File: config.mk
export PLATFORM = sky130hd
export DESIGN_NAME = dtss_lowest
export DESIGN_NICKNAME = d
export VERILOG_FILES = /design/src/hdl/dtss_pkg.sv /design/src/hdl/dtss_lowest.sv
export SDC_FILE = /design/constraint.sdc
export NUM_CORES = 1
export LEC_CHECK = 0
export BUFFER_PORTS_ARGS = -buffer_cell sky130_fd_sc_hd__buf_2
export CORE_MARGIN = 2
export CORE_UTILIZATION = 39
export CTS_BUF_LIST = sky130_fd_sc_hd__clkbuf_8
export DETAILED_ROUTE_END_ITERATION = 7
export PLACE_DENSITY = 0.68
export SETUP_SLACK_MARGIN = 0.02
export SYNTH_ARGS = -nofsm -noshare
export SYNTH_HDL_FRONTEND = slang
export SYNTH_SLANG_ARGS = --single-unit
File: constraint.sdc
create_clock -name clk -period 2.5 [get_ports clk]
set_input_delay 0.25 -clock clk [delete_from_list [all_inputs] [get_ports clk]]
set_output_delay 0.25 -clock clk [all_outputs]
set_load 0.01 [all_outputs]
File: src/hdl/dtss_pkg.sv
// Shared types, codes and constants for the dual-timer square synth.
// No dependencies; dtss_lowest and the top level refer to this package by scope.
package dtss_pkg;

  // Default values for the top-level parameters.
  localparam int COUNT_WIDTH_DEF = 24;
  localparam int POT_MAX_DEF     = 470000;
  localparam int NOTE_COUNT_DEF  = 128;

  // Fixed field widths.
  localparam int CMD_W       = 3;
  localparam int NOTE_W      = 7;
  localparam int BEND_W      = 14;
  localparam int POT_IN_W    = 19;
  localparam int SCALE_W     = 32;
  localparam int AMP_W       = 15;
  localparam int SAMPLE_W    = 16;
  localparam int CFG_IDX_W   = 2;
  localparam int IN_TDATA_W  = 64;
  localparam int OUT_TDATA_W = 24;

  // Reset values.
  localparam logic [SCALE_W-1:0] ASTABLE_SCALE_RST = 32'd1428698;
  localparam logic [SCALE_W-1:0] MONO_SCALE_RST    = 32'd14286979;
  localparam logic [AMP_W-1:0]   AMPLITUDE_RST     = 15'd32767;
  localparam int                 POT_A_RST         = 100000;
  localparam int                 POT_M_RST         = 80000;

  // The astable high phase sees the pot plus a fixed series resistance.
  localparam int ASTABLE_EXTRA = 1000;

  // Pitch bend centre and the matching shift.
  localparam logic [BEND_W-1:0] BEND_CENTER = 14'h2000;
  localparam int                BEND_SHIFT  = 13;

  typedef enum logic [CMD_W-1:0] {
    CMD_TICK     = 3'd0,
    CMD_NOTE_ON  = 3'd1,
    CMD_NOTE_OFF = 3'd2,
    CMD_BEND     = 3'd3,
    CMD_LOAD     = 3'd4,
    CMD_SET_POTS = 3'd5
  } cmd_t;

  typedef enum logic [CFG_IDX_W-1:0] {
    CFG_ASTABLE_SCALE = 2'd0,
    CFG_MONO_SCALE    = 2'd1,
    CFG_AMPLITUDE     = 2'd2
  } cfg_idx_t;

  // Result of the lowest-held-note search.
  typedef struct packed {
    logic              any;
    logic [NOTE_W-1:0] idx;
  } low_t;

endpackage

File: src/hdl/dtss_lowest.sv
// Two-stage registered search for the lowest set bit of the held-note bitmap.
// Depends on dtss_pkg for the result struct.
module dtss_lowest #(
  parameter int NOTE_COUNT = dtss_pkg::NOTE_COUNT_DEF
) (
  input  logic                  clk,
  input  logic [NOTE_COUNT-1:0] held,
  output dtss_pkg::low_t        low
);

  localparam int GRP  = 16;
  localparam int NGRP = (NOTE_COUNT + GRP - 1) / GRP;
  localparam int GW   = $clog2(GRP);

  logic [NGRP*GRP-1:0] padded;
  logic [NGRP-1:0]     grp_any_nxt;
  logic [NGRP-1:0]     grp_any_r;
  logic [GW-1:0]       grp_idx_nxt [NGRP];
  logic [GW-1:0]       grp_idx_r   [NGRP];
  dtss_pkg::low_t      low_nxt;
  dtss_pkg::low_t      low_r;

  assign padded = (NGRP*GRP)'(held);

  // First stage: each group of sixteen notes finds its own lowest bit.
  always_comb begin
    for (int g = 0; g < NGRP; g++) begin
      grp_any_nxt[g] = |padded[g*GRP +: GRP];
      grp_idx_nxt[g] = '0;
      for (int i = GRP - 1; i >= 0; i--) begin
        if (padded[g*GRP + i]) begin
          grp_idx_nxt[g] = GW'(i);
        end
      end
    end
  end

  // Second stage: the lowest group with any bit set wins.
  always_comb begin
    low_nxt.any = |grp_any_r;
    low_nxt.idx = '0;
    for (int g = NGRP - 1; g >= 0; g--) begin
      if (grp_any_r[g]) begin
        low_nxt.idx = dtss_pkg::NOTE_W'(g*GRP) + dtss_pkg::NOTE_W'(grp_idx_r[g]);
      end
    end
  end

  always_ff @(posedge clk) begin
    grp_any_r <= grp_any_nxt;
    grp_idx_r <= grp_idx_nxt;
    low_r     <= low_nxt;
  end

  assign low = low_r;

endmodule

---- Word level (Yosys, flattened, before mapping) ----
Index checks and enable logic that the tools add are counted.
storage, ports and cells
  register bits ........................... 48
  output and inout port bits .............. 8
operators by class
  $add $sub $neg .......................... 7
  mux-type cells .......................... 128
  reduce and logical (&&, ||, !) cells .... 33
operator list
  kind                                                          count
  4-bit two-way mux                                             65
  16-bit OR reduction                                           8
  3-bit two-way mux                                             32
  8-bit OR reduction                                            9
  7-bit two-way mux                                             7
  2-bit two-way mux                                             16
  4-bit OR reduction                                            8
  2-bit OR reduction                                            8
  6-bit by 4-bit adder with 7-bit output, first input constant  2
  7-bit by 4-bit adder with 7-bit output, first input constant  2
  1-bit two-way mux                                             8
  6-bit by 5-bit adder with 7-bit output, first input constant  1
  5-bit by 4-bit adder with 6-bit output, first input constant  1
  5-bit by 5-bit adder with 6-bit output, first input constant  1

---- Logic depth before layout (Yosys ltp) ----
Gate-level depths: netlist (run 1).
  word-level depth ........................ 15
  mapped depth ............................ 5
  gate-level depth less buffers ........... 4

---- Worst setup path before layout (run 1) ----
Ideal clock, no wire load.
  kind .................................... register -> register
  from .................................... register grp_any_r[5]
  to ...................................... register low_r, in the netlist low[1]
  library setup time ...................... 0.119 ns
  data arrival time ....................... 1.166 ns
  required time ........................... 2.381 ns
  path slack .............................. 1.214 ns
  cell stages (with the launch flop) ...... 5
  path buffers ............................ 0
  cell sequence ........................... dfxtp_1 > or2_1 > a221o_2 > a221oi_2 > o21ai_1
RTL lines
  what                      line               source
  start: declaration        dtss_lowest.sv:17  logic [NGRP-1:0] grp_any_r;
  start signal: assignment  dtss_lowest.sv:50  grp_any_r <= grp_any_nxt;
  end signal: assignment    dtss_lowest.sv:52  low_r <= low_nxt;
  end: declaration          dtss_lowest.sv:21  dtss_pkg::low_t low_r;

==> results_dict.tcl, run 1 <==
set metrics [dict create \
    htree_levels 2 \
    grt_pass1_wl_um 10200 \
    fp.coreArea_mm2 0.00635 \
    critical_path.startpoint "grp_any_r[5]$_DFF_P_" \
    tns_ns 0 \
    cts_tree "built" \
    hp-class "in -> reg" \
    worstSetupPathDepth 4 \
    relSlewSlack_pct 68.9 \
    rr_worst_depth 4 \
    fin_util_pct 54.2 \
    gp_congestion 0.814 \
    gr-usage-met2_pct 29.7 \
    met3_usage_pct 3.21 \
    drt_iter0_drc 65 \
    crit_path_top_delay_cell "dfxtp_1" \
    syn_inst 365 \
    grt_max_degree 16 \
    max_stage_delay_ns 0.39 \
    seq_area_um2 961 \
    firstDrtPassIters 4 \
    syn_area_mm2 0.00257 \
    clkSlewWorstSetupHoldPaths_ns 0.09 \
    timing.final.hold_violations 0 \
    cts_inserted_buffers 5 \
    period_needed_ns 1.39 \
    die_area_mm2 0.00726 \
    clk_root_buffer_cell "clkbuf_8" \
    drv_slew 0 \
    seq_area_frac_synth_pct 37.4 \
    n_antenna_cell 0 \
    syn_area_per_cell_um2 7.05 \
    vias 2996 \
    power_density_mw_per_mm2 443 \
    critPathRequiredTime_ns 2.68 \
    syn_nets 494 \
    drcViolationCount 0 \
    avgRoutedWirePerCell_um 10.5 \
    post_cts_resized 0 \
    crit_family "compound AO/OA/AOI/OAI gates" \
    overflow 0 \
    drive_gt1_share_pct 29.3 \
    setup_viol 0 \
    critical_path_buf_inv_count 0 \
    num_rows 29 \
    cts_buffer_depth 2 \
    post-route-period-util_pct 55.5 \
    syn_to_final_growth_pct 33.9 \
    grt_pass1_vias 2612 \
    fin_skew_ns 0.00860 \
    routed_via_density 5.12 \
    nFillCells 618 \
    dpl.hpwl_um 5290 \
    rsz0062_at_grt "false" \
    cp-endpoint "low[1]$_DFF_P_" \
    ys_warn_count 0 \
    hold_path_startpoint "held[16]" \
    end_kind "flop" \
    path_cells "or2b_2 > o221a_1 > a221oi_2 > o21ai_1" \
    synth_cell_types 33 \
    fin_nets 636 \
    insertion_delay_ns 0.29 \
    post-cts-setup-buffers 0 \
    reg2reg_to "low[1]$_DFF_P_" \
    maxCapViolations 0 \
    track_usage_pct 16.4 \
    max_slew.worst_pin.slew_ns 0.462 \
    worstPathArrival_ns 1.57 \
    use_met1_pct 20.5 \
    cp_max_fo 5 \
    die_y_um 85.2 \
    start_util_pct 40.5 \
    wl_um 6150 \
    vdd_drop_max_mv 0.469 \
    status "completed" \
    portBuffers 136 \
    antenna_found_initial 0 \
    die_x_um 85.2 \
    leakagePower_nw 1.58 \
    postCtsHoldBufs 0 \
    r2r_slack_ns 1.11 \
    max_freq_mhz 720 \
    ant_nets 0 \
    ys_ff_latch 48 \
    power_mw 1.53 \
    grt.busiest_layer "met2" \
    path_class "reg -> reg" \
    ioPinCount 137 \
    crit_path_start_kind "flop" \
    r2r-start "grp_any_r[5]$_DFF_P_" \
    multiInputGateArea_mm2 0.00150 \
    cts.sinks 48 \
]
## how the worst min path moves through the flow
stage / end / slack, ns / cells after the start
6_report: grp_idx_r[24]$_SDFF_PP0_ / 0.16 / 2
5_1_grt: grp_idx_r[20]$_SDFF_PP0_ / 0.17 / 2
3_5_place_dp: low[1]$_DFF_P_ / 0.46 / 2
2_1_floorplan: grp_idx_r[0]$_SDFF_PP0_ / 0.34 / 1
3_3_place_gp: grp_idx_r[28]$_SDFF_PP0_ / 0.47 / 2
4_1_cts: grp_idx_r[24]$_SDFF_PP0_ / 0.16 / 2
## layout by cell type (no fill, tap or decap), drive strengths merged, types with 8 or more instances in the layout
cell	instances
nor3	9
o31ai	8
o21ai	19
buf	136
a221oi	10
a21oi	32
inv	29
a31oi	11
nor3b	8
nand2	44
dfxtp	48
nand3	10
nor4	16
nand4	8
nand2b	8
o22ai	12
nor2	74
## sequential cells by signal (all words and copies together), names as in the netlist
register	cells
grp_any_r	8
grp_idx_r	32
low	8
## synth_stat cells, drive strengths merged
cell,count,area [µm²]
nor3,9,45.0
or4,2,15.0
and3,4,25.0
nor4,16,100
clkbuf,1,3.75
or2,2,12.5
a21oi,32,160
a221oi,10,93.8
inv,29,109
o21ai,19,95.1
o311a,1,10.0
a31oi,11,68.8
dfxtp,48,961
o221a,1,11.3
nand2b,8,50.1
a211oi,1,7.51
nand3,10,50.1
nand3b,1,7.51
nand2,44,165
a221o,1,11.3
o2111ai,1,8.76
nor2,74,278
a211o,1,8.76
nor2b,1,13.8
o22ai,12,75.1
o31ai,8,60.1
or2b,1,8.76
o21bai,1,7.51
nor3b,8,60.1
nand4,8,50.1
## where the power goes
part / switching (mW) / total, mW / internal (mW) / leakage, nW
clock: 0.235 / 0.458 / 0.224 / 0.0434
combinational: 0.139 / 0.269 / 0.129 / 1.14
sequential: 0.00887 / 0.798 / 0.789 / 0.393
total: 0.383 / 1.53 / 1.14 / 1.58
## final cells by class
type | instances | area share [%]
multi-input cells | 287 | 43.5
flip-flops and latches | 48 | 27.9
repair buffers | 136 | 19.8
inverters | 29 | 3.16
well taps | 77 | 2.80
clock buffers | 6 | 2.40
clock inverters | 2 | 0.436
## metrics by stage
step / cells / area, µm² / setup slack, ns / hold WS, ns
6_report: 585 / 3440 / 1.11 / 0.164
5_1_grt: 585 / 3440 / 1.05 / 0.171
4_1_cts: 585 / 3440 / 1.11 / 0.162
3_5_place_dp: 577 / 3350 / 1.13 / 0.460
3_3_place_gp: 577 / 3350 / 1.18 / 0.471
2_1_floorplan: 365 / 2570 / 1.21 / 0.344
## layer usage
metal  routed length (µm)  share of wire, %
met1                 2780                45
met2                 2960                48
met3                  401               6.5
met4                   10              0.16
met5                    0                 0
## kinds of logic (layout without fill, tap and decap cells)
| logic type | Yosys count | after routing | share of synthesized area, % |
|---|---|---|---|
| flip-flops | 48 | 48 | 37.4 |
| buffers and inverters | 30 | 173 | 4.38 |
| AO/OA/AOI/OAI | 99 | 99 | 24.0 |
| AND/OR/NAND/NOR | 188 | 188 | 34.2 |
(Power assumes the default switching activity.)
==> run 2: changes to the inputs <==
==> constraint.sdc (replaced) <==
create_clock -name clk -period 1.4 [get_ports clk]
set_input_delay 0.14 -clock clk [delete_from_list [all_inputs] [get_ports clk]]
set_output_delay 0.14 -clock clk [all_outputs]
set_load 0.01 [all_outputs]
==> run 2 against run 1 <==
- power up 75%
- clock power up 65%
- final area up 0.18%
- sequential power up 79%
- first-iteration DRC count up 38%
- largest cell class unchanged
- critical path type unchanged
- utilization up 0.099 points
- non-clock buffer count up 2
- global-route usage up 1.7 points
==> results_dict.tcl, run 2 (same netlist as run 1, synthesis figures left out) <==
set metrics [dict create \
    overflow 0 \
    cts_tree "built" \
    top_layer_used "met4" \
    track_usage_pct 18.1 \
    wl_met3_um 473 \
    postCtsHoldBufs 0 \
    wl_um 6560 \
    clk_root_buffer_cell "clkbuf_8" \
    maxCapViolations 0 \
    largest_reg_flops 32 \
    end_kind "flop" \
    placed_cell_area_mm2 0.00336 \
    fin_hold_ws_ns 0.0491 \
    cts_inserted_buffers 5 \
    max_slew.worst_pin.slew_ns 0.504 \
    wl_met1_um 2850 \
    period_needed_ns 1.35 \
    fin_skew_ns 0.00738 \
    routed_via_density 5.20 \
    antenna_found_initial 0 \
    fp.coreArea_mm2 0.00635 \
    n_antenna_cell 0 \
    fin_nets 638 \
    max_stage_delay_ns 0.49 \
    crit_path_start_kind "flop" \
    firstDrtPassIters 4 \
    rsz0062_at_grt "true" \
    cts_buffer_depth 2 \
    hp-class "in -> reg" \
    num_rows 29 \
    power_density_mw_per_mm2 773 \
    final_common_cell "buf_2" \
    die_x_um 85.2 \
    dr_wl_met2_um 3200 \
    ant_nets 0 \
    dpl.hpwl_um 5550 \
    drcViolationCount 0 \
    syn_to_final_growth_pct 34.1 \
    drive_gt1_share_pct 30.6 \
    final_cell_mix "136 x buf_2, 74 x nor2_1, 44 x nand2_1, 44 x dfxtp_1, 32 x a21oi_1" \
    clkSlewWorstSetupHoldPaths_ns 0.08 \
    leakagePower_nw 1.58 \
    post-cts-setup-buffers 0 \
    final_cells 586 \
    relSlewSlack_pct 66.1 \
    htree_levels 2 \
    avgRoutedWirePerCell_um 11.2 \
    worstPathArrival_ns 1.58 \
    grt_pass1_vias 2808 \
    die_area_mm2 0.00726 \
    grt_pass1_wl_um 11100 \
    vdd_drop_max_mv 0.591 \
    path_cells "or2b_2 > o22ai_1 > or4_1 > a31oi_1" \
    path_class "reg -> reg" \
    drv_slew 0 \
    gp_congestion 0.836 \
    dp_cells 579 \
    start_util_pct 40.5 \
    timing.final.hold_violations 0 \
    cts.sinks 48 \
    drt_iter0_drc 90 \
    fin_util_pct 54.3 \
    crit_path_top_delay_cell "or4_1" \
    vias 3045 \
    ioPinCount 137 \
    insertion_delay_ns 0.30 \
    setup_viol 0 \
    tns_ns 0 \
    final_area_mm2 0.00345 \
    nFillCells 640 \
    critPathRequiredTime_ns 1.62 \
    grt_max_degree 15 \
    max_freq_mhz 740 \
    status "completed" \
    regMostFlops "grp_idx_r" \
    die_y_um 85.2 \
    post-route-period-util_pct 96.5 \
    portBuffers 136 \
    cp_max_fo 5 \
]
## run 2: cell types whose count changed in the layout (fill, tap and decap cells not counted), sizes merged
cell,change
clkbuf,-1
buf,+2
clkinvlp,-1
clkinv,+1
## run 2: worst paths after layout
check                           start                       to  slack [ns]  cells past startpoint
max              grp_any_r[5]$_DFF_P_           low[0]$_DFF_P_        0.05                      4
min reg2reg  grp_idx_r[29]$_SDFF_PP0_           low[1]$_DFF_P_        0.49                      2
max reg2reg      grp_any_r[5]$_DFF_P_           low[0]$_DFF_P_        0.05                      4
min                          held[96]  grp_idx_r[4]$_SDFF_PP0_        0.05                      2
## run 2: worst max-delay path: cells and delay by family (launching register included)
| kind | cells | cell delay (ns) |
|---|---|---|
| and+or+nand+nor | 2 | 0.67 |
| DFF | 1 | 0.34 |
| AOI/OAI and AO/OA | 2 | 0.27 |
## run 2: metrics by stage
step	total power, mW	setup slack, ns
global placement	1.93	0.0767
floorplan	1.65	0.114
detailed placement	1.94	0.0259
global route	2.84	-0.0135
CTS	2.69	0.0367
finish	2.67	0.0484
## run 2: what timing repair did
item | in CTS | in global routing
pin swaps | 0 | 1
gates resized for setup | 1 | 5
setup endpoints to repair | 1 | 3
## run 2: area by class of cell
cell class	count	area, µm²	share of cell area, %
multi-input cells	287	1500	43.5
inverters	29	109	3.16
flip-flops and latches	48	966	28.0
clock inverters	2	12.5	0.363
repair buffers	138	696	20.2
clock buffers	5	68.8	1.99
well taps	77	96.3	2.79
## run 2: routing by layer
| layer | vias to the layer above | global-route usage, % |
|---|---|---|
| met4 | 0 | 3.46 |
| met5 | - | 0 |
| met3 | 4 | 3.60 |
| met2 | 97 | 32.3 |
| met1 | 1340 | 22.6 |
| li1 | 1604 | - |
## run 2: power by group
part	internal (mW)	switching [mW]	leakage [nW]
sequential	1.41	0.0161	0.391
combinational	0.231	0.253	1.15
clock	0.338	0.418	0.0400
total	1.98	0.687	1.58
==> run 3: changes to the inputs <==
--- a/config.mk
+++ b/config.mk
@@ -11,7 +11,7 @@
 export CTS_BUF_LIST = sky130_fd_sc_hd__clkbuf_8
 export DETAILED_ROUTE_END_ITERATION = 7
 export PLACE_DENSITY = 0.68
-export SETUP_SLACK_MARGIN = 0.02
+export SETUP_SLACK_MARGIN = 0.2
 export SYNTH_ARGS = -nofsm -noshare
 export SYNTH_HDL_FRONTEND = slang
 export SYNTH_SLANG_ARGS = --single-unit
==> run 3 against run 2 <==
- clock power increased by 21%
- die area unchanged
- final area increased by 1.9%
- final cell count increased by 0.17%
- flip-flop and latch count unchanged
- largest cell class unchanged
==> results_dict.tcl, run 3 (same netlist as run 1, synthesis figures left out) <==
set metrics [dict create \
    power_density_mw_per_mm2 804 \
    dpl.hpwl_um 5500 \
    drive_gt1_share_pct 31.4 \
    die_area_mm2 0.00726 \
    period_needed_ns 1.38 \
    drv_slew 0 \
    r2r-start "grp_any_r[5]$_DFF_P_" \
    fp.coreArea_mm2 0.00635 \
    dp_cells 578 \
    clkSlewWorstSetupHoldPaths_ns 0.08 \
    final_cells 587 \
    max_slew.worst_pin.slew_ns 0.459 \
    path_class "reg -> reg" \
    die_y_um 85.2 \
    gp_congestion 0.780 \
    fin_skew_ns 0.00577 \
    grt_max_degree 14 \
    maxCapViolations 0 \
    cts_inserted_buffers 5 \
    grt_pass1_vias 2668 \
    rr_worst_depth 4 \
    leakagePower_nw 1.61 \
    drt_iter0_drc 108 \
    relSlewSlack_pct 69.1 \
    routed_via_density 5.20 \
    insertion_delay_ns 0.29 \
    vias 3052 \
    timing.final.hold_violations 0 \
    syn_to_final_growth_pct 36.7 \
    antenna_found_initial 0 \
    num_rows 29 \
    cp-endpoint "low[0]$_DFF_P_" \
    status "completed" \
    start_util_pct 40.5 \
    cts_tree "built" \
    cts.sinks 48 \
    avgRoutedWirePerCell_um 11.0 \
    critical_path.startpoint "grp_any_r[5]$_DFF_P_" \
    overflow 0 \
    ioPinCount 137 \
    ant_nets 0 \
    r2r_slack_ns 0.02 \
    end_kind "flop" \
    portBuffers 136 \
    setup_viol 0 \
    regMostFlops "grp_idx_r" \
    max_freq_mhz 727 \
    tns_ns 0 \
    fin_nets 640 \
    rsz0062_at_grt "true" \
    worstPathArrival_ns 1.60 \
    postCtsHoldBufs 0 \
    final_cell_mix "136 x buf_2, 74 x nor2_1, 44 x nand2_1, 43 x dfxtp_1, 32 x a21oi_1" \
    reg2reg_to "low[0]$_DFF_P_" \
    clk_root_buffer_cell "clkbuf_8" \
    cp_max_fo 5 \
    drcViolationCount 0 \
    wl_um 6460 \
    power_mw 2.83 \
    hp-class "in -> reg" \
    final_common_cell "buf_2" \
    post-route-period-util_pct 98.3 \
    track_usage_pct 17.3 \
    n_antenna_cell 0 \
    htree_levels 2 \
    dp_worst_setup_slack_ns 0.0800 \
    firstDrtPassIters 4 \
    crit_path_start_kind "flop" \
    finalWorstSetupSlack_ns 0.0239 \
    grt_pass1_wl_um 10600 \
    fin_hold_ws_ns 0.0441 \
    die_x_um 85.2 \
    vdd_drop_max_mv 0.646 \
    cts_buffer_depth 2 \
    critPathRequiredTime_ns 1.62 \
    largest_reg_flops 32 \
]
-- run 3: through the flow --
| stage | area (µm²) | utilization, % |
|---|---|---|
| floorplan | 2580 | - |
| global placement | 3360 | 52.9 |
| detailed placement | 3360 | 52.9 |
| CTS | 3490 | 54.9 |
| global route | 3520 | 55.4 |
| finish | 3520 | 55.4 |
-- run 3: power by group --
group / switching (mW) / leakage, nW / total (mW) / internal (mW)
Combinational: 0.255 / 1.17 / 0.490 / 0.235
Sequential: 0.0161 / 0.391 / 1.42 / 1.41
Clock: 0.401 / 0.0501 / 0.913 / 0.512
-- run 3: how the worst min path moves through the flow --
stage | from | to | slack, ns | cells after the start
2_1_floorplan | held[112] | grp_idx_r[0]$_SDFF_PP0_ | 0.23 | 1
3_3_place_gp | held[16] | grp_idx_r[24]$_SDFF_PP0_ | 0.36 | 2
3_5_place_dp | held[16] | grp_idx_r[24]$_SDFF_PP0_ | 0.36 | 2
4_1_cts | held[0] | grp_idx_r[28]$_SDFF_PP0_ | 0.04 | 2
5_1_grt | held[16] | grp_idx_r[24]$_SDFF_PP0_ | 0.05 | 2
6_report | held[0] | grp_idx_r[28]$_SDFF_PP0_ | 0.04 | 2
-- run 3: area by class of cell --
class,count,area [µm²]
clock buffers,5,68.8
clock inverters,1,30.0
fillers,613,2830
inverters,29,109
multi-input cells,287,1530
flip-flops and latches,48,972
well taps,77,96.3
repair buffers,140,711
-- run 3: timing repair --
action / 4_1_cts / 5_1_grt
endpoints found under the setup margin: 3 / 4
setup buffers: 3 / 0
gates resized for setup: 2 / 6
pin swaps: 1 / 4
-- run 3: worst max-delay path, cell delays in order (launching register included) --
cell     delay (ns)
dfxtp_4        0.36
or2b_4         0.21
o22ai_2        0.06
or4_4          0.50
a31oi_4        0.18
-- run 3: routing by layer --
| layer | track usage [%] | wire [µm] | up-vias |
|---|---|---|---|
| met5 | 0 | 0 | - |
| met4 | 3.90 | 57 | 0 |
| met3 | 2.63 | 386 | 6 |
| met2 | 30.8 | 3180 | 92 |
| met1 | 22.1 | 2830 | 1342 |
| li1 | - | - | 1612 |
